**src/design/mono_note_priority_gate_unit_assert.svh**
```systemverilog
// Assertion macros for the mono note priority gate unit.
`ifndef MONO_NOTE_PRIORITY_GATE_UNIT_ASSERT_SVH
`define MONO_NOTE_PRIORITY_GATE_UNIT_ASSERT_SVH

// Same-cycle implication, sampled on clk, off during reset.
`define MNPG_ASSERT_NOW(lbl, ante, cons, msg) \
    lbl: assert property (@(posedge clk) disable iff (!rst_n) (ante) |-> (cons)) \
        else $error(msg);

// Next-cycle implication, sampled on clk, off during reset.
`define MNPG_ASSERT_NEXT(lbl, ante, cons, msg) \
    lbl: assert property (@(posedge clk) disable iff (!rst_n) (ante) |=> (cons)) \
        else $error(msg);

`endif

```
**src/design/mnpg_pkg.sv**
```systemverilog
// Shared types and constants for the mono note priority gate unit.
`default_nettype none

package mnpg_pkg;

    localparam int NOTE_DEPTH_DEF       = 16;
    localparam int GATE_QUEUE_DEPTH_DEF = 8;

    localparam logic [2:0] OP_NOTE_ON    = 3'd0;
    localparam logic [2:0] OP_NOTE_OFF   = 3'd1;
    localparam logic [2:0] OP_ALL_OFF    = 3'd2;
    localparam logic [2:0] OP_PEDAL      = 3'd3;
    localparam logic [2:0] OP_POP_EVENT  = 3'd4;
    localparam logic [2:0] OP_CLEAR_FLAG = 3'd5;
    localparam logic [2:0] OP_SOFT_RESET = 3'd6;

    localparam logic [15:0]       VEL_ONE = 16'h8000;
    localparam logic signed [7:0] NO_NOTE = -8'sd1;

    typedef struct packed {
        logic       push;
        logic       remove;
        logic       clear;
        logic [6:0] key;
    } stack_ctl_t;

    typedef struct packed {
        logic push;
        logic rise;
        logic pop;
        logic clear;
    } fifo_ctl_t;

endpackage

`default_nettype wire

```
**src/design/mnpg_cmd_if.sv**
```systemverilog
// Command channel: one note event per transfer.
`default_nettype none

interface mnpg_cmd_if;
    logic        valid;
    logic        ready;
    logic [2:0]  op;
    logic [6:0]  note;
    logic [15:0] note_velocity;
    logic        pedal_down;

    modport source (output valid, op, note, note_velocity, pedal_down, input ready);
    modport sink   (input valid, op, note, note_velocity, pedal_down, output ready);
endinterface

`default_nettype wire

```
**src/design/mnpg_res_if.sv**
```systemverilog
// Result channel: voice state after each command.
`default_nettype none

interface mnpg_res_if;
    logic              valid;
    logic              ready;
    logic              gate_on;
    logic signed [7:0] sounding_note;
    logic              legato_flag;
    logic              trigger_flag;
    logic              changed_flag;
    logic [15:0]       level;
    logic              event_valid;
    logic              event_rise;
    logic [4:0]        held_count;
    logic [3:0]        queued_events;

    modport source (output valid, gate_on, sounding_note, legato_flag, trigger_flag,
                    changed_flag, level, event_valid, event_rise, held_count,
                    queued_events, input ready);
    modport sink   (input valid, gate_on, sounding_note, legato_flag, trigger_flag,
                    changed_flag, level, event_valid, event_rise, held_count,
                    queued_events, output ready);
endinterface

`default_nettype wire

```
**src/design/mnpg_note_cell.sv**
```systemverilog
// One note slot of a stack: shifts toward the bottom on push, closes gaps on removal.
`default_nettype none

module mnpg_note_cell
    import mnpg_pkg::*;
(
    input  wire logic       clk,
    input  wire stack_ctl_t ctl,
    input  wire logic [6:0] prev_note,
    input  wire logic [6:0] next_note,
    input  wire logic       valid,
    input  wire logic       hit_in,
    output logic [6:0]      note,
    output logic            hit_out
);

    logic [6:0] note_reg;
    logic [6:0] note_next;

    // A match here or in any newer slot pulls the older neighbor up.
    assign hit_out = hit_in | (valid & (note_reg == ctl.key));

    always_comb
    begin
        note_next = note_reg;
        if (ctl.push)
        begin
            note_next = prev_note;
        end
        else if (ctl.remove && hit_out)
        begin
            note_next = next_note;
        end
    end

    always_ff @(posedge clk)
    begin
        note_reg <= note_next;
    end

    assign note = note_reg;

endmodule

`default_nettype wire

```
**src/design/mnpg_note_stack.sv**
```systemverilog
// Note stack built as a row of cells, newest note in cell zero.
`default_nettype none

module mnpg_note_stack
    import mnpg_pkg::*;
#(
    parameter int DEPTH = NOTE_DEPTH_DEF,
    parameter int CW    = $clog2(DEPTH + 1)
)
(
    input  wire logic       clk,
    input  wire logic       rst_n,
    input  wire stack_ctl_t ctl,
    output logic [6:0]      top,
    output logic [CW-1:0]   count,
    output logic            found
);

    logic [CW-1:0] count_reg;
    logic [CW-1:0] count_next;
    logic [6:0]    cell_note [DEPTH];
    logic [DEPTH:0] hit;
    logic          full;

    assign hit[0] = 1'b0;
    assign full   = (count_reg == CW'(DEPTH));

    for (genvar i = 0; i < DEPTH; i++)
    begin : g_cell
        localparam logic [CW-1:0] IDX = CW'(i);
        logic [6:0] prev_n;
        logic [6:0] next_n;

        if (i == 0)
        begin : g_first
            assign prev_n = ctl.key;
        end
        else
        begin : g_mid
            assign prev_n = cell_note[i-1];
        end

        if (i == DEPTH - 1)
        begin : g_last
            assign next_n = cell_note[i];
        end
        else
        begin : g_inner
            assign next_n = cell_note[i+1];
        end

        mnpg_note_cell u_cell (
            .clk       (clk),
            .ctl       (ctl),
            .prev_note (prev_n),
            .next_note (next_n),
            .valid     (IDX < count_reg),
            .hit_in    (hit[i]),
            .note      (cell_note[i]),
            .hit_out   (hit[i+1])
        );
    end

    assign found = hit[DEPTH];

    // A push onto a full stack shifts the oldest note out of the last cell.
    always_comb
    begin
        count_next = count_reg;
        if (ctl.clear)
        begin
            count_next = '0;
        end
        else if (ctl.push)
        begin
            count_next = full ? count_reg : count_reg + CW'(1);
        end
        else if (ctl.remove && found)
        begin
            count_next = count_reg - CW'(1);
        end
    end

    always_ff @(posedge clk or negedge rst_n)
    begin
        if (!rst_n)
        begin
            count_reg <= '0;
        end
        else
        begin
            count_reg <= count_next;
        end
    end

    assign top   = cell_note[0];
    assign count = count_reg;

endmodule

`default_nettype wire

```
**src/design/mnpg_gate_fifo.sv**
```systemverilog
// Gate transition queue as a shift row, oldest entry in slot zero.
`default_nettype none

module mnpg_gate_fifo
    import mnpg_pkg::*;
#(
    parameter int DEPTH = GATE_QUEUE_DEPTH_DEF,
    parameter int CW    = $clog2(DEPTH + 1)
)
(
    input  wire logic      clk,
    input  wire logic      rst_n,
    input  wire fifo_ctl_t ctl,
    output logic           head,
    output logic [CW-1:0]  count
);

    logic [DEPTH-1:0] slot_reg;
    logic [DEPTH-1:0] slot_next;
    logic [CW-1:0]    count_reg;
    logic [CW-1:0]    count_next;
    logic             full;
    logic             shift;

    assign full  = (count_reg == CW'(DEPTH));
    // Drop the oldest entry when a transition arrives on a full queue.
    assign shift = ctl.pop | (ctl.push & full);

    for (genvar i = 0; i < DEPTH; i++)
    begin : g_slot
        logic upper;
        logic wr;

        if (i == DEPTH - 1)
        begin : g_last
            assign upper = slot_reg[i];
        end
        else
        begin : g_inner
            assign upper = slot_reg[i+1];
        end

        assign wr = ctl.push & (full ? (i == DEPTH - 1) : (count_reg == CW'(i)));

        always_comb
        begin
            slot_next[i] = slot_reg[i];
            if (wr)
            begin
                slot_next[i] = ctl.rise;
            end
            else if (shift)
            begin
                slot_next[i] = upper;
            end
        end
    end

    always_comb
    begin
        count_next = count_reg;
        if (ctl.clear)
        begin
            count_next = '0;
        end
        else if (ctl.push && !full)
        begin
            count_next = count_reg + CW'(1);
        end
        else if (ctl.pop && (count_reg != '0))
        begin
            count_next = count_reg - CW'(1);
        end
    end

    always_ff @(posedge clk)
    begin
        slot_reg <= slot_next;
    end

    always_ff @(posedge clk or negedge rst_n)
    begin
        if (!rst_n)
        begin
            count_reg <= '0;
        end
        else
        begin
            count_reg <= count_next;
        end
    end

    assign head  = slot_reg[0];
    assign count = count_reg;

endmodule

`default_nettype wire

```
**src/design/mono_note_priority_gate_unit.sv**
```systemverilog
// Top level of the monophonic last-note-priority voice assigner.
//
// Usage: commands arrive on the cmd channel (op, note, note_velocity,
// pedal_down) and each produces exactly one result on the res channel,
// a transfer taking place when valid and ready are both high.
// Sequence: a command runs through an execute state and then a done state,
// with a follow state between them for a note-off that finds its note and
// for a pedal release, which settles the gate onto the new stack top; the
// done state loads the result into the output register. The command
// sequencer handles one command at a time and takes no new one until then.
// cmd.ready is high whenever no command is in progress, even while a
// result still waits in the output register.
// Receiver stall: a finished command waits until the output register is
// free, and no new command is taken meanwhile.
// Reset: counts, gate, flags and event queue clear, no note sounds and the
// level returns to 1.0; the soft reset command does the same.
`default_nettype none

`include "mono_note_priority_gate_unit_assert.svh"

module mono_note_priority_gate_unit
    import mnpg_pkg::*;
#(
    parameter int NOTE_DEPTH       = NOTE_DEPTH_DEF,
    parameter int GATE_QUEUE_DEPTH = GATE_QUEUE_DEPTH_DEF
)
(
    input  wire logic  clk,
    input  wire logic  rst_n,
    mnpg_cmd_if.sink   cmd,
    mnpg_res_if.source res
);

    localparam int SCW = $clog2(NOTE_DEPTH + 1);
    localparam int QCW = $clog2(GATE_QUEUE_DEPTH + 1);

    localparam logic [1:0] S_IDLE   = 2'd0;
    localparam logic [1:0] S_EXEC   = 2'd1;
    localparam logic [1:0] S_FOLLOW = 2'd2;
    localparam logic [1:0] S_DONE   = 2'd3;

    logic [1:0] state_reg, state_next;

    logic [2:0]  op_reg;
    logic [6:0]  note_reg;
    logic [15:0] vel_reg;
    logic        pd_reg;

    logic              pedal_down_reg, pedal_down_next;
    logic              gate_reg, gate_next;
    logic signed [7:0] pitch_reg, pitch_next;
    logic              legato_reg, legato_next;
    logic              trigger_reg, trigger_next;
    logic              changed_reg, changed_next;
    logic [15:0]       level_reg, level_next;
    logic              ev_valid_reg, ev_valid_next;
    logic              ev_rise_reg, ev_rise_next;

    logic              out_valid_reg, out_valid_next;
    logic              out_load;
    logic              out_gate_reg;
    logic signed [7:0] out_note_reg;
    logic              out_legato_reg;
    logic              out_trigger_reg;
    logic              out_changed_reg;
    logic [15:0]       out_level_reg;
    logic              out_ev_valid_reg;
    logic              out_ev_rise_reg;
    logic [4:0]        out_held_reg;
    logic [3:0]        out_queued_reg;

    stack_ctl_t     held_ctl;
    stack_ctl_t     pedal_ctl;
    fifo_ctl_t      fifo_ctl;
    logic [6:0]     held_top;
    logic [SCW-1:0] held_cnt;
    logic           held_found;
    logic [6:0]     pedal_top;
    logic [SCW-1:0] pedal_cnt;
    logic           pedal_found;
    logic           fifo_head;
    logic [QCW-1:0] fifo_cnt;
    logic           cmd_xfer;

    mnpg_note_stack #(.DEPTH(NOTE_DEPTH)) u_held (
        .clk   (clk),
        .rst_n (rst_n),
        .ctl   (held_ctl),
        .top   (held_top),
        .count (held_cnt),
        .found (held_found)
    );

    mnpg_note_stack #(.DEPTH(NOTE_DEPTH)) u_pedal (
        .clk   (clk),
        .rst_n (rst_n),
        .ctl   (pedal_ctl),
        .top   (pedal_top),
        .count (pedal_cnt),
        .found (pedal_found)
    );

    mnpg_gate_fifo #(.DEPTH(GATE_QUEUE_DEPTH)) u_fifo (
        .clk   (clk),
        .rst_n (rst_n),
        .ctl   (fifo_ctl),
        .head  (fifo_head),
        .count (fifo_cnt)
    );

    assign cmd.ready = (state_reg == S_IDLE);
    assign cmd_xfer  = cmd.valid & cmd.ready;

    always_comb
    begin
        state_next      = state_reg;
        pedal_down_next = pedal_down_reg;
        gate_next       = gate_reg;
        pitch_next      = pitch_reg;
        legato_next     = legato_reg;
        trigger_next    = trigger_reg;
        changed_next    = changed_reg;
        level_next      = level_reg;
        ev_valid_next   = ev_valid_reg;
        ev_rise_next    = ev_rise_reg;
        out_load        = 1'b0;
        held_ctl        = '{push: 1'b0, remove: 1'b0, clear: 1'b0, key: note_reg};
        pedal_ctl       = '{push: 1'b0, remove: 1'b0, clear: 1'b0, key: note_reg};
        fifo_ctl        = '{push: 1'b0, rise: 1'b0, pop: 1'b0, clear: 1'b0};

        case (state_reg)
            S_IDLE:
            begin
                if (cmd_xfer)
                begin
                    state_next = S_EXEC;
                end
            end
            S_EXEC:
            begin
                state_next    = S_DONE;
                ev_valid_next = 1'b0;
                ev_rise_next  = 1'b0;
                case (op_reg)
                    OP_NOTE_ON:
                    begin
                        held_ctl.push = 1'b1;
                        level_next    = (vel_reg > VEL_ONE) ? VEL_ONE : vel_reg;
                        trigger_next  = 1'b1;
                        legato_next   = gate_reg;
                        changed_next  = (pitch_reg != $signed({1'b0, note_reg}));
                        gate_next     = 1'b1;
                        pitch_next    = $signed({1'b0, note_reg});
                    end
                    OP_NOTE_OFF:
                    begin
                        held_ctl.remove = 1'b1;
                        if (held_found)
                        begin
                            // Keep the released note under the pedal unless that stack is full.
                            pedal_ctl.push = pedal_down_reg & (pedal_cnt != SCW'(NOTE_DEPTH));
                            state_next     = S_FOLLOW;
                        end
                    end
                    OP_ALL_OFF:
                    begin
                        held_ctl.clear  = 1'b1;
                        pedal_ctl.clear = 1'b1;
                        gate_next       = 1'b0;
                        pitch_next      = NO_NOTE;
                        legato_next     = 1'b0;
                        trigger_next    = 1'b0;
                        changed_next    = 1'b1;
                    end
                    OP_PEDAL:
                    begin
                        if (pd_reg != pedal_down_reg)
                        begin
                            pedal_down_next = pd_reg;
                            if (!pd_reg)
                            begin
                                pedal_ctl.clear = 1'b1;
                                state_next      = S_FOLLOW;
                            end
                        end
                    end
                    OP_POP_EVENT:
                    begin
                        if (fifo_cnt != '0)
                        begin
                            ev_valid_next = 1'b1;
                            ev_rise_next  = fifo_head;
                            fifo_ctl.pop  = 1'b1;
                        end
                    end
                    OP_CLEAR_FLAG:
                    begin
                        legato_next  = 1'b0;
                        trigger_next = 1'b0;
                        changed_next = 1'b0;
                    end
                    OP_SOFT_RESET:
                    begin
                        held_ctl.clear  = 1'b1;
                        pedal_ctl.clear = 1'b1;
                        fifo_ctl.clear  = 1'b1;
                        pedal_down_next = 1'b0;
                        gate_next       = 1'b0;
                        pitch_next      = NO_NOTE;
                        legato_next     = 1'b0;
                        trigger_next    = 1'b0;
                        changed_next    = 1'b0;
                        level_next      = VEL_ONE;
                    end
                    default:
                    begin
                    end
                endcase
            end
            S_FOLLOW:
            begin
                state_next = S_DONE;
                // Settle gate and pitch onto the top of the updated stacks.
                if (held_cnt == '0)
                begin
                    if (pedal_down_reg && (pedal_cnt != '0))
                    begin
                        pitch_next = $signed({1'b0, pedal_top});
                        gate_next  = 1'b1;
                    end
                    else
                    begin
                        gate_next    = 1'b0;
                        pitch_next   = NO_NOTE;
                        changed_next = 1'b1;
                    end
                end
                else
                begin
                    if (pitch_reg != $signed({1'b0, held_top}))
                    begin
                        changed_next = 1'b1;
                    end
                    pitch_next = $signed({1'b0, held_top});
                    gate_next  = 1'b1;
                end
                if (op_reg == OP_PEDAL)
                begin
                    changed_next = 1'b1;
                end
            end
            S_DONE:
            begin
                if (!out_valid_reg || res.ready)
                begin
                    out_load   = 1'b1;
                    state_next = S_IDLE;
                end
            end
            default:
            begin
                state_next = S_IDLE;
            end
        endcase

        // Queue every change of the gate level; soft reset empties the queue instead.
        if ((gate_next != gate_reg) && !fifo_ctl.clear)
        begin
            fifo_ctl.push = 1'b1;
            fifo_ctl.rise = gate_next;
        end
    end

    always_comb
    begin
        out_valid_next = out_valid_reg;
        if (out_load)
        begin
            out_valid_next = 1'b1;
        end
        else if (res.ready)
        begin
            out_valid_next = 1'b0;
        end
    end

    always_ff @(posedge clk or negedge rst_n)
    begin
        if (!rst_n)
        begin
            state_reg      <= S_IDLE;
            pedal_down_reg <= 1'b0;
            gate_reg       <= 1'b0;
            pitch_reg      <= NO_NOTE;
            legato_reg     <= 1'b0;
            trigger_reg    <= 1'b0;
            changed_reg    <= 1'b0;
            level_reg      <= VEL_ONE;
            ev_valid_reg   <= 1'b0;
            ev_rise_reg    <= 1'b0;
            out_valid_reg  <= 1'b0;
        end
        else
        begin
            state_reg      <= state_next;
            pedal_down_reg <= pedal_down_next;
            gate_reg       <= gate_next;
            pitch_reg      <= pitch_next;
            legato_reg     <= legato_next;
            trigger_reg    <= trigger_next;
            changed_reg    <= changed_next;
            level_reg      <= level_next;
            ev_valid_reg   <= ev_valid_next;
            ev_rise_reg    <= ev_rise_next;
            out_valid_reg  <= out_valid_next;
        end
    end

    always_ff @(posedge clk)
    begin
        if (cmd_xfer)
        begin
            op_reg   <= cmd.op;
            note_reg <= cmd.note;
            vel_reg  <= cmd.note_velocity;
            pd_reg   <= cmd.pedal_down;
        end
        if (out_load)
        begin
            out_gate_reg     <= gate_reg;
            out_note_reg     <= pitch_reg;
            out_legato_reg   <= legato_reg;
            out_trigger_reg  <= trigger_reg;
            out_changed_reg  <= changed_reg;
            out_level_reg    <= level_reg;
            out_ev_valid_reg <= ev_valid_reg;
            out_ev_rise_reg  <= ev_rise_reg;
            out_held_reg     <= 5'(held_cnt);
            out_queued_reg   <= 4'(fifo_cnt);
        end
    end

    assign res.valid         = out_valid_reg;
    assign res.gate_on       = out_gate_reg;
    assign res.sounding_note = out_note_reg;
    assign res.legato_flag   = out_legato_reg;
    assign res.trigger_flag  = out_trigger_reg;
    assign res.changed_flag  = out_changed_reg;
    assign res.level         = out_level_reg;
    assign res.event_valid   = out_ev_valid_reg;
    assign res.event_rise    = out_ev_rise_reg;
    assign res.held_count    = out_held_reg;
    assign res.queued_events = out_queued_reg;

    `MNPG_ASSERT_NEXT(a_xfer_starts_exec, cmd_xfer, state_reg == S_EXEC,
        "command transfer did not start execution")
    `MNPG_ASSERT_NOW(a_gate_has_note,
        (state_reg == S_IDLE) && gate_reg && !pedal_found,
        (held_cnt != '0) || (pedal_down_reg && (pedal_cnt != '0)),
        "gate high with no held or sustained note")
    `MNPG_ASSERT_NOW(a_counts_bounded, 1'b1,
        (held_cnt <= SCW'(NOTE_DEPTH)) && (fifo_cnt <= QCW'(GATE_QUEUE_DEPTH)),
        "stack or queue count beyond depth")
    `MNPG_ASSERT_NEXT(a_load_shows_result, out_load, res.valid,
        "loaded result not presented")

endmodule

`default_nettype wire
```
**src/flat_wrapper.sv**
```systemverilog
// flat-port wrapper written by rule: the top's interface ports become plain ports
module mono_note_priority_gate_unit_flat import mnpg_pkg::*;
#(
    parameter int NOTE_DEPTH       = NOTE_DEPTH_DEF,
    parameter int GATE_QUEUE_DEPTH = GATE_QUEUE_DEPTH_DEF
)
  (clk, rst_n, cmd_valid, cmd_op, cmd_note, cmd_note_velocity, cmd_pedal_down, cmd_ready, res_valid, res_gate_on, res_sounding_note, res_legato_flag, res_trigger_flag, res_changed_flag, res_level, res_event_valid, res_event_rise, res_held_count, res_queued_events, res_ready);
  mnpg_cmd_if cmd_i ();
  mnpg_res_if res_i ();
  input  wire logic clk;
  input  wire logic rst_n;
  input wire logic [$bits(cmd_i.valid)-1:0] cmd_valid;
  input wire logic [$bits(cmd_i.op)-1:0] cmd_op;
  input wire logic [$bits(cmd_i.note)-1:0] cmd_note;
  input wire logic [$bits(cmd_i.note_velocity)-1:0] cmd_note_velocity;
  input wire logic [$bits(cmd_i.pedal_down)-1:0] cmd_pedal_down;
  output wire logic [$bits(cmd_i.ready)-1:0] cmd_ready;
  output wire logic [$bits(res_i.valid)-1:0] res_valid;
  output wire logic [$bits(res_i.gate_on)-1:0] res_gate_on;
  output wire logic [$bits(res_i.sounding_note)-1:0] res_sounding_note;
  output wire logic [$bits(res_i.legato_flag)-1:0] res_legato_flag;
  output wire logic [$bits(res_i.trigger_flag)-1:0] res_trigger_flag;
  output wire logic [$bits(res_i.changed_flag)-1:0] res_changed_flag;
  output wire logic [$bits(res_i.level)-1:0] res_level;
  output wire logic [$bits(res_i.event_valid)-1:0] res_event_valid;
  output wire logic [$bits(res_i.event_rise)-1:0] res_event_rise;
  output wire logic [$bits(res_i.held_count)-1:0] res_held_count;
  output wire logic [$bits(res_i.queued_events)-1:0] res_queued_events;
  input wire logic [$bits(res_i.ready)-1:0] res_ready;
  assign cmd_i.valid = cmd_valid;
  assign cmd_i.op = cmd_op;
  assign cmd_i.note = cmd_note;
  assign cmd_i.note_velocity = cmd_note_velocity;
  assign cmd_i.pedal_down = cmd_pedal_down;
  assign cmd_ready = cmd_i.ready;
  assign res_valid = res_i.valid;
  assign res_gate_on = res_i.gate_on;
  assign res_sounding_note = res_i.sounding_note;
  assign res_legato_flag = res_i.legato_flag;
  assign res_trigger_flag = res_i.trigger_flag;
  assign res_changed_flag = res_i.changed_flag;
  assign res_level = res_i.level;
  assign res_event_valid = res_i.event_valid;
  assign res_event_rise = res_i.event_rise;
  assign res_held_count = res_i.held_count;
  assign res_queued_events = res_i.queued_events;
  assign res_i.ready = res_ready;
  mono_note_priority_gate_unit #(.NOTE_DEPTH(NOTE_DEPTH), .GATE_QUEUE_DEPTH(GATE_QUEUE_DEPTH)) u_core (.clk(clk), .rst_n(rst_n), .cmd(cmd_i), .res(res_i));
endmodule
```
**config.mk**
```make
export PLATFORM = sky130hd
export DESIGN_NAME = mono_note_priority_gate_unit_flat
export DESIGN_NICKNAME = d
export VERILOG_FILES = /design/src/design/mnpg_pkg.sv /design/src/design/mnpg_cmd_if.sv /design/src/design/mnpg_res_if.sv /design/src/design/mnpg_note_cell.sv /design/src/design/mnpg_note_stack.sv /design/src/design/mnpg_gate_fifo.sv /design/src/design/mono_note_priority_gate_unit.sv /design/src/flat_wrapper.sv
export VERILOG_INCLUDE_DIRS = /design/src /design/src/design
export SDC_FILE = /design/constraint.sdc
export NUM_CORES = 1
export LEC_CHECK = 0
export BUFFER_PORTS_ARGS = -buffer_cell sky130_fd_sc_hd__buf_4
export CAP_MARGIN = 20
export CORE_UTILIZATION = 60
export DETAILED_ROUTE_END_ITERATION = 10
export PLACE_DENSITY_LB_ADDON = 0.15
export RECOVER_POWER = 25
export SETUP_SLACK_MARGIN = 0.05
export SLEW_MARGIN = 20
export SYNTH_ARGS = -nofsm -noshare
export SYNTH_HDL_FRONTEND = slang
export SYNTH_SLANG_ARGS = --single-unit
export TNS_END_PERCENT = 10
```
**constraint.sdc**
```tcl
create_clock -name clk -period 8.95 [get_ports clk]
set_input_delay 1.79 -clock clk [delete_from_list [all_inputs] [get_ports clk]]
set_output_delay 1.79 -clock clk [all_outputs]
set_load 0.01 [all_outputs]
```
# ---- Word level (Yosys, flattened, before mapping)
# Index checks and enable logic that the tools add are counted.
dict set report word_totals {
  register_bits 241
}
dict set report classes {
  eq_ne 49
  add_sub_neg 5
  muxes 111
  n_reduce_logical 71
  n_bitwise 43
  n_lt_le_gt_ge 17
}
# operator n
set ops {}
lappend ops {{$mux 7} 30}
lappend ops {{$eq 7x7->1} 16}
lappend ops {{$reduce_bool 2->1} 28}
lappend ops {{$mux 1} 49}
lappend ops {{$lt 4x5->1 const A} 8}
lappend ops {{$mux 5} 7}
lappend ops {{$pmux 16 s2} 1}
lappend ops {{$pmux 8 s2} 2}
lappend ops {{$and 1x1->1} 27}
lappend ops {{$logic_and 1x1->1} 20}
lappend ops {{$lt 3x5->1 const A} 4}
lappend ops {{$eq 4x3->1 const B} 4}
lappend ops {{$gt 16x16->1 const B} 1}
lappend ops {{$mux 16} 1}
lappend ops {{$mux 8} 2}
lappend ops {{$ne 8x8->1} 2}
lappend ops {{$or 1x1->1} 16}
lappend ops {{$pmux 1 s2} 7}
lappend ops {{$mux 4} 3}
lappend ops {{$reduce_and 2->1} 6}
lappend ops {{$add 5x1->5 const B} 2}
lappend ops {{$eq 5x5->1 const B} 2}
lappend ops {{$lt 1x5->1 const A} 2}
lappend ops {{$lt 2x5->1 const A} 2}
lappend ops {{36 further kinds} 54}

# ---- Longest topological paths before layout
# Gate-level depths: netlist of the first run.
dict set report depth {
  depth_word 22
  mapped_depth 12
}

# ---- By module
# Synthesis of the first run repeated with hierarchy kept, for this count alone.
dict set report hier_totals {
  hier_cells 1449
  area_unflattened_um2 18765.5
}
# module n_inst seq_area_each_um2 area_each_um2 cells_each
set modules_own_cells {}
lappend modules_own_cells {mnpg_note_cell 32 210.2 396.6 29}
lappend modules_own_cells {mono_note_priority_gate_unit 1 2844.0 4031.4 287}
lappend modules_own_cells {mnpg_gate_fifo 1 340.3 879.6 87}
lappend modules_own_cells {{mnpg_note_stack (u_core.u_pedal)} 1 125.1 589.3 73}
lappend modules_own_cells {{mnpg_note_stack (u_core.u_held)} 1 125.1 573.0 74}

# ---- Least setup slack after synthesis of the first run
# OpenSTA, ideal clock, no wires.
dict set report synth_timing {
  path_kind {input port to flip-flop}
  from {input port res_ready}
  to {register u_core.out_changed_reg, in the netlist u_core.res.changed_flag (enable)}
  n_path_buf 0
  path_stages 2
  arrival_time_ps 2850
  path_slack_ps 5700
  setup_ps 400
  required_ps 8550
  path_cell_list {nand2b_1 and2_1}
}
dict set report synth_between {
  elab_chain_cells 3
}
# element line
set synth_lines {}
lappend synth_lines {{from (decl)} flat_wrapper.sv:29} ;# input wire logic [$bits(res_i.ready)-1:0] res_ready;
lappend synth_lines {{$logic_or 1x1->1} mono_note_priority_gate_unit.sv:254} ;# if (!out_valid_reg || res.ready)
lappend synth_lines {{$mux 1} mono_note_priority_gate_unit.sv:254}
lappend synth_lines {{$mux 1} mono_note_priority_gate_unit.sv:131} ;# case (state_reg)
lappend synth_lines {{named net u_core.out_load} mono_note_priority_gate_unit.sv:60} ;# logic out_load;
lappend synth_lines {{to (signal assigned)} mono_note_priority_gate_unit.sv:334} ;# out_changed_reg <= changed_reg;
lappend synth_lines {{to (decl)} mono_note_priority_gate_unit.sv:65} ;# logic out_changed_reg;
# The timed path passes the listed nets, and every way through them passes these cells.
# A chain may end at the register's enable or synchronous reset.

# ---- Worst setup path after layout of the first run
dict set report layout_timing {
  from {register u_core.note_reg[2]}
  to {register u_core.u_held.g_cell[14].u_cell.note_reg[5] (enable)}
}
dict set report layout_between {
  elab_chain_cells 18
  word_cells_on_any_way 46
  cone_classes {eq/ne: 15; bitwise: 29; reduce/logical: 2}
}
# element line
set layout_lines {}
lappend layout_lines {{from (decl)} mono_note_priority_gate_unit.sv:45} ;# logic [6:0] note_reg;
lappend layout_lines {{from (signal assigned)} mono_note_priority_gate_unit.sv:324} ;# note_reg <= cmd.note;
lappend layout_lines {{$eq 7x7->1} mnpg_note_cell.sv:21} ;# assign hit_out = hit_in | (valid & (note_reg == ctl.key));
lappend layout_lines {{$and 1x1->1} mnpg_note_cell.sv:21}
lappend layout_lines {{$or 1x1->1 (13 in series)} mnpg_note_cell.sv:21}
lappend layout_lines {{$or 1x1->1 *} mnpg_note_cell.sv:21}
lappend layout_lines {{$logic_and 1x1->1 *} mnpg_note_cell.sv:30} ;# else if (ctl.remove && hit_out)
lappend layout_lines {{$reduce_bool 2->1 (no line) *} -}
lappend layout_lines {{to (signal assigned)} mnpg_note_cell.sv:38} ;# note_reg <= note_next;
lappend layout_lines {{to (decl)} mnpg_note_cell.sv:17} ;# logic [6:0] note_reg;
# Every way passes the cells marked *; elsewhere a longest branch is shown, timed or not.

==> impl_summary.log, run 1 <==
[metrics] non-filler instance count after layout: 1,464
[metrics] Flop pwr share: 45.6%
[metrics] proportion of netlist area held by the largest area contributor: 48.2%
[metrics] final wirelength: 26,900 µm
[metrics] Total GRT Usage: 27.0%
[metrics] worst path required time: 9.09 ns
[metrics] critical path fanouts, max: 20
[metrics] mux contribution to synthesized area: 1.55%
[metrics] via density per instance: 5.72
[metrics] count of standard-cell rows: 51
[metrics] synthesized-area fraction occupied by ao, oa, aoi and oai cells: 6.62%
[metrics] via count of the first global-routing pass: 7,935
[metrics] setup repair after global routing missed its margin: no
[metrics] placed instance count: 1,416
[metrics] Detail Route Antenna Nets: 0
[metrics] top cells by count, synth: sky130_fd_sc_hd__nand2_1, sky130_fd_sc_hd__edfxtp_1, sky130_fd_sc_hd__xor2_1
[metrics] horizontal extent of the die: 144 µm
[metrics] die area: 20,600 µm²
[metrics] Slew headroom: -80.3%
[metrics] crit path capture type: register
[metrics] number of flip-flops under the largest register name: 112
[metrics] Post-Synth Simple-Gate Area: 18.7%
[metrics] met3 track demand over resource: 3.37%
[metrics] hpwl dp: 18,100 µm
[metrics] YS warnings: 0
[metrics] nets: 1,226
[metrics] category of the critical setup timing path: reg -> reg
[metrics] Cells on Worst Hold Path: 0
[metrics] Gate power share: 26.5%
[metrics] Worst Path Arrival: 4.44 ns
[metrics] shortest clock period the worst path allows after layout: 4.30 ns
[metrics] sequential area share after synthesis: 58.3%
[metrics] outcome: finished with violations
[metrics] final setup fails: 0
[metrics] worst slew pin tran: 2.70 ns
[metrics] Port Buffer Count: 71
[metrics] count of clock tree sinks: 241
[metrics] Post-synth top flop: sky130_fd_sc_hd__edfxtp_1
[metrics] CP Launch Type: register
[metrics] net count after synthesis: 1,173
[metrics] count of final hold-check violations: 0
[metrics] net switching power of the design: 1.23 mW
[metrics] post-route clock skew: 0.0116 ns
[metrics] cell type with the largest total area after synthesis: sky130_fd_sc_hd__edfxtp_1
[metrics] power density over the cells: 277 nW/µm²
[metrics] synthesized-area fraction occupied by adder cells: 1.67%
[metrics] post-DR wirelength/cell: 18.4 µm
[metrics] Die H: 144 µm
[metrics] global-route congestion overflow total: 0
[metrics] EDFF count, synth: 193
[metrics] Starting Density: 61.5%
[metrics] Hold Worst Slack: 0.451 ns
[metrics] part of the power in the clock network: 27.8%
[metrics] violated checks: max-capacitance violations, max-slew violations
[metrics] fraction of layout instances using a drive strength above 1: 12.0%
[metrics] number of antenna violations at the first check in global routing: 0
[metrics] xor-xnor portion of the synthesized cell area: 9.67%
[metrics] number of buffers inserted during clock tree synthesis: 26
[metrics] cell with the most instances after synthesis: sky130_fd_sc_hd__nand2_1
[metrics] ys async rst share: 19.9%
[metrics] switching share of power: 32.9%
[metrics] cell count after synthesis: 1,126
[metrics] area of the placeable core: 19,500 µm²
[metrics] total placed instance area: 12,600 µm²
[metrics] pin count of the biggest net entering global routing: 118
[metrics] number of levels in the clock H-tree: 1
[metrics] antenna cells: 0
[metrics] TritonCTS clock tree: built
[metrics] largest family of logic cells by synthesized area: simple AND/OR/NAND/NOR gates
[metrics] met1 global-route usage: 39.3%
[metrics] # IOs: 72
[metrics] type of the worst min-delay path: reg -> reg
[metrics] wire length of the first global-routing pass: 42,800 µm
[metrics] cell area after technology mapping: 12,000 µm²
[metrics] Synth Register Bits: 241
[metrics] Non-Filler Cell Area, Final: 13,500 µm²
[metrics] maximum achievable frequency: 233 MHz
[metrics] met2 Use GR: 43.2%
[metrics] Root Buffer: sky130_fd_sc_hd__clkbuf_16
[metrics] largest cells by area after synthesis: sky130_fd_sc_hd__edfxtp_1, sky130_fd_sc_hd__nand2_1, sky130_fd_sc_hd__dfrtp_1
[metrics] via count: 8,369
[metrics] Final Slew Violations: 175
[metrics] CTS-repair resized insts: 0
[metrics] count of unresolved DRC violations after routing: 0
[metrics] number of DRC violations after detailed-routing iteration 0: 788
[metrics] Post-CTS Hold Buffers: 0
[metrics] layer carrying the most global-route usage: met2
[metrics] internal power: 2.50 mW
[metrics] Worst VDD drop: 0.208 mV
[metrics] Unique masters post-synth: 66
[metrics] placement-stage worst setup slack: 5.12 ns
[metrics] Worst Slack Setup Final: 4.65 ns
[metrics] utilization after layout: 69.0%
[metrics] Avg Inst Size Synth: 10.7 µm²
[metrics] routability congestion estimate: 0.897
[metrics] post-CTS setup repair buffer count: 0
[metrics] total of max-cap violations: 7
[metrics] share of the cycle needed by the critical path after routing: 48.1%
[metrics] total power of the final layout: 3.73 mW
[metrics] total iterations of the first detailed-routing run: 6
[metrics] Static Leakage: 5.36 nW
[metrics] FF-to-FF setup slack: 4.65 ns
[metrics] cell count of the worst reg-to-reg path: 9
[metrics] number of buffers on the longest clock path: 3
[metrics] signed area change from the synthesized netlist to the final layout: 12.1%
[metrics] final-layout setup total negative slack: 0 ns
[metrics] clock latency at the later pin of the worst-skew pair: 0.53 ns
[metrics] clock transition time at the flip-flop clock pins of the worst setup and hold paths: 0.06 ns
## cells by family (layout without fill, tap and decap cells)
family / count (synthesis) / after routing
adders and majority gates: 16 / 16
DFF: 241 / 241
muxes: 17 / 17
buffers and inverters: 80 / 153
xor gates and xnor gates: 131 / 131
AOI/OAI and AO/OA: 126 / 126
and+or+nand+nor: 515 / 515
## path summary, 6_finish.rpt
| path | from | to |
|---|---|---|
| worst min-delay path | u_core.level_reg[4] | u_core.res.level[4] |
| worst max register to register | u_core.note_reg[2] | u_core.u_held.g_cell[14].u_cell.note[5] |
| max in group asynchronous | rst_n | u_core.gate_reg |
| worst max-delay path | u_core.note_reg[2] | u_core.u_held.g_cell[14].u_cell.note[5] |
| worst min register to register | u_core.level_reg[4] | u_core.res.level[4] |
| min in group asynchronous | rst_n | u_core.u_fifo.count[0] |
## cell usage in the layout (no fill, tap or decap), types with 4 or more instances in the layout
| cell type | synthesis | layout |
|---|---|---|
| sky130_fd_sc_hd__nand4_1 | 14 | 14 |
| sky130_fd_sc_hd__nor2_1 | 37 | 37 |
| sky130_fd_sc_hd__dfrtp_1 | 39 | 39 |
| sky130_fd_sc_hd__nand2b_1 | 5 | 5 |
| sky130_fd_sc_hd__xnor2_1 | 39 | 39 |
| sky130_fd_sc_hd__dfstp_1 | 0 | 8 |
| sky130_fd_sc_hd__a22o_1 | 15 | 15 |
| sky130_fd_sc_hd__nor3_1 | 15 | 15 |
| sky130_fd_sc_hd__mux2i_1 | 7 | 7 |
| sky130_fd_sc_hd__buf_4 | 6 | 47 |
| sky130_fd_sc_hd__mux2_2 | 5 | 5 |
| sky130_fd_sc_hd__nand2_1 | 367 | 367 |
| sky130_fd_sc_hd__o21ai_0 | 38 | 32 |
| sky130_fd_sc_hd__clkbuf_4 | 0 | 27 |
| sky130_fd_sc_hd__o22ai_1 | 11 | 11 |
| sky130_fd_sc_hd__o21ai_1 | 4 | 10 |
| sky130_fd_sc_hd__edfxtp_1 | 193 | 193 |
| sky130_fd_sc_hd__or3_1 | 4 | 4 |
| sky130_fd_sc_hd__ha_1 | 16 | 16 |
| sky130_fd_sc_hd__a21oi_1 | 26 | 24 |
| sky130_fd_sc_hd__a211oi_1 | 4 | 4 |
| sky130_fd_sc_hd__mux2_1 | 4 | 4 |
| sky130_fd_sc_hd__clkbuf_1 | 35 | 12 |
| sky130_fd_sc_hd__inv_1 | 20 | 21 |
| sky130_fd_sc_hd__nand3_1 | 20 | 20 |
| sky130_fd_sc_hd__nor4_1 | 20 | 20 |
| sky130_fd_sc_hd__nor2b_1 | 5 | 5 |
| sky130_fd_sc_hd__o31ai_1 | 4 | 4 |
| sky130_fd_sc_hd__clkinv_2 | 0 | 7 |
| sky130_fd_sc_hd__clkbuf_16 | 0 | 27 |
| sky130_fd_sc_hd__xor2_1 | 90 | 90 |
## critical path: stages, from the launching register on
cell                       delay [ns]
sky130_fd_sc_hd__edfxtp_1        0.31
sky130_fd_sc_hd__clkbuf_1        1.29
sky130_fd_sc_hd__xor2_1          0.14
sky130_fd_sc_hd__nor4_1          0.47
sky130_fd_sc_hd__nand3_1         0.13
sky130_fd_sc_hd__o311a_1         0.17
sky130_fd_sc_hd__nor3b_2         0.24
sky130_fd_sc_hd__and2_1          0.20
sky130_fd_sc_hd__and2b_2         0.18
sky130_fd_sc_hd__o21ai_0         0.79
## layer usage
| metal | routed length, µm | share of wire, % |
|---|---|---|
| met1 | 11800 | 44 |
| met2 | 12700 | 47 |
| met3 | 1810 | 6.7 |
| met4 | 510 | 1.9 |
| met5 | 0 | 0 |
## power by group through the flow
| stage | clock network [mW] | registers [mW] | logic, mW |
|---|---|---|---|
| floorplan | 0 | 1.67 | 0.697 |
| global placement | 0 | 1.72 | 0.962 |
| detailed placement | 0 | 1.73 | 0.982 |
| CTS | 1.05 | 1.71 | 0.990 |
| global route | 1.09 | 1.73 | 1.10 |
| finish | 1.04 | 1.70 | 0.989 |
## layout make-up
cell class	count	area (µm²)
Sequential cell	241	7010
Fill cell	1487	6060
Multi-Input combinational cell	805	4610
Clock buffer	33	718
Timing Repair Buffer	83	597
Tap cell	265	332
Clock inverter	15	119
Inverter	22	83.8
No activity file was read; power rests on OpenSTA's default activity.
==> run 2, diff against run 1 <==
--- a/config.mk
+++ b/config.mk
@@ -8,7 +8,7 @@
 export LEC_CHECK = 0
 export BUFFER_PORTS_ARGS = -buffer_cell sky130_fd_sc_hd__buf_4
 export CAP_MARGIN = 20
-export CORE_UTILIZATION = 60
+export CORE_UTILIZATION = 55
 export DETAILED_ROUTE_END_ITERATION = 10
 export PLACE_DENSITY_LB_ADDON = 0.15
 export RECOVER_POWER = 25
==> constraint.sdc (replaced) <==
create_clock -name clk -period 3.9 [get_ports clk]
set_input_delay 0.78 -clock clk [delete_from_list [all_inputs] [get_ports clk]]
set_output_delay 0.78 -clock clk [all_outputs]
set_load 0.01 [all_outputs]
==> run 2 against run 1 <==
  * The flow still finishes with violations (max-capacitance violations, max-slew violations)
  * Clock power increased by 120%
  * Utilization down 5.0 points
  * Combinational power is 130% higher
  * Non-clock buffer count rose by 19
  * Global-route usage decreased by 1.7 points
  * Die area increased by 9.0%
  * Sequential power up 130%
  * Hold slack worse by 0.0049 ns
  * Critical path type unchanged
  * Critical endpoint is now u_core.u_held.g_cell[11].u_cell.note[6]
==> impl_summary.log, run 2 (same netlist as run 1, synthesis figures left out) <==
[metrics] share of the cycle needed by the critical path after routing: 85.8%
[metrics] launch instance of the worst register-to-register path: u_core.note_reg[6]
[metrics] commonest cells after routing, fill and taps aside: sky130_fd_sc_hd__nand2_1, sky130_fd_sc_hd__edfxtp_1, sky130_fd_sc_hd__xor2_1
[metrics] fraction of layout instances using a drive strength above 1: 13.0%
[metrics] area of the placeable core: 21,200 µm²
[metrics] Total GRT Usage: 25.3%
[metrics] worst path required time: 4.05 ns
[metrics] via count of the first global-routing pass: 7,896
[metrics] placement-stage worst setup slack: 0.717 ns
[metrics] critical path fanouts, max: 11
[metrics] routability congestion estimate: 0.842
[metrics] violated checks: max-capacitance violations, max-slew violations
[metrics] category of the critical setup timing path: reg -> reg
[metrics] Non-Filler Cell Area, Final: 13,600 µm²
[metrics] Worst Path Arrival: 3.49 ns
[metrics] count of unresolved DRC violations after routing: 0
[metrics] utilization after layout: 63.9%
[metrics] type of the worst min-delay path: reg -> reg
[metrics] hpwl dp: 19,200 µm
[metrics] Static Leakage: 5.43 nW
[metrics] Final Slew Violations: 49
[metrics] total of max-cap violations: 1
[metrics] via density per instance: 5.62
[metrics] number of flip-flops under the largest register name: 112
[metrics] count of standard-cell rows: 53
[metrics] Starting Density: 56.6%
[metrics] clock latency at the later pin of the worst-skew pair: 0.53 ns
[metrics] count of final hold-check violations: 0
[metrics] Hold Path Origin: u_core.ev_rise_reg
[metrics] crit path capture type: register
[metrics] Post-CTS Hold Buffers: 0
[metrics] signed area change from the synthesized netlist to the final layout: 12.9%
[metrics] via count: 8,381
[metrics] Die H: 150 µm
[metrics] final setup fails: 0
[metrics] antenna cells: 0
[metrics] total iterations of the first detailed-routing run: 5
[metrics] global-route congestion overflow total: 0
[metrics] number of DRC violations after detailed-routing iteration 0: 661
[metrics] Worst Slack Setup Final: 0.552 ns
[metrics] final wirelength: 27,900 µm
[metrics] post-DR wirelength/cell: 18.7 µm
[metrics] nets: 1,244
[metrics] Worst VDD drop: 0.428 mV
[metrics] most common library cell in the layout ignoring fill and taps: sky130_fd_sc_hd__nand2_1
[metrics] total power of the final layout: 8.48 mW
[metrics] power density over the cells: 625 nW/µm²
[metrics] CP Launch Type: register
[metrics] start point of the critical path: u_core.note_reg[6]
[metrics] outcome: finished with violations
[metrics] Detail Route Antenna Nets: 0
[metrics] TritonCTS clock tree: built
[metrics] worst slew pin tran: 2.67 ns
[metrics] # IOs: 72
[metrics] number of buffers on the longest clock path: 3
[metrics] clock transition time at the flip-flop clock pins of the worst setup and hold paths: 0.06 ns
[metrics] Root Buffer: sky130_fd_sc_hd__clkbuf_16
[metrics] maximum achievable frequency: 299 MHz
[metrics] pin count of the biggest net entering global routing: 88
[metrics] count of clock tree sinks: 241
[metrics] horizontal extent of the die: 150 µm
[metrics] number of antenna violations at the first check in global routing: 0
[metrics] Port Buffer Count: 71
[metrics] total placed instance area: 12,800 µm²
[metrics] post-route clock skew: 0.0210 ns
[metrics] shortest clock period the worst path allows after layout: 3.35 ns
[metrics] CTS-repair resized insts: 0
[metrics] Slew headroom: -77.9%
[metrics] non-filler instance count after layout: 1,490
[metrics] wire length of the first global-routing pass: 43,600 µm
[metrics] placed instance count: 1,445
[metrics] number of buffers inserted during clock tree synthesis: 25
[metrics] final-layout setup total negative slack: 0 ns
[metrics] die area: 22,400 µm²
[metrics] Hold Worst Slack: 0.446 ns
[metrics] number of levels in the clock H-tree: 1
[metrics] post-CTS setup repair buffer count: 0
[metrics] setup repair after global routing missed its margin: no
run 2: cell types whose count changed in the layout (fill, tap and decap cells not counted), sizes merged:
cell and change:
inv -1, clkinv -3, buf +24, clkinvlp -1, clkbuf -3
run 2: power breakdown:
| group | internal, mW | total [mW] | switching [mW] |
|---|---|---|---|
| Clock | 1.34 | 2.30 | 0.959 |
| Combinational | 0.936 | 2.25 | 1.31 |
| Sequential | 3.46 | 3.94 | 0.480 |
run 2: area by class of cell:
type / instances / area (µm²)
clock inverters: 10 / 82.6
multi-input cells: 805 / 4600
flip-flops and latches: 241 / 7010
clock buffers: 35 / 713
well taps: 275 / 344
repair buffers: 102 / 736
fillers: 1731 / 7650
inverters: 22 / 83.8
run 2: worst paths after layout:
path	end	slack, ns	cells after the start
setup / recovery	u_core.u_held.g_cell[11].u_cell.note[6]	0.55	7
hold / removal	u_core.res.event_rise	0.45	0
setup reg to reg	u_core.u_held.g_cell[11].u_cell.note[6]	0.55	7
hold reg to reg	u_core.res.event_rise	0.45	0
max in group asynchronous	u_core.level_reg[7]	1.29	1
min in group asynchronous	u_core.ev_rise_reg	1.11	1
run 2: worst max-delay path, stage by stage (launching register included):
cell and delay, ns:
sky130_fd_sc_hd__edfxtp_1 0.70, sky130_fd_sc_hd__clkbuf_1 0.68, sky130_fd_sc_hd__xor2_1 0.14, sky130_fd_sc_hd__nor4_1 0.29, sky130_fd_sc_hd__nand3_1 0.10, sky130_fd_sc_hd__nand2_1 0.16, sky130_fd_sc_hd__nor3b_1 0.08, sky130_fd_sc_hd__o21ai_0 0.82
run 2: metal layers:
layer  track usage [%]  wire [µm]  vias to the layer above
met5                 0          0                        -
met1              36.0      12300                     4034
li1                  -          -                     4021
met3              3.14       1630                       48
met4              6.41        513                        0
met2              41.1      13400                      278
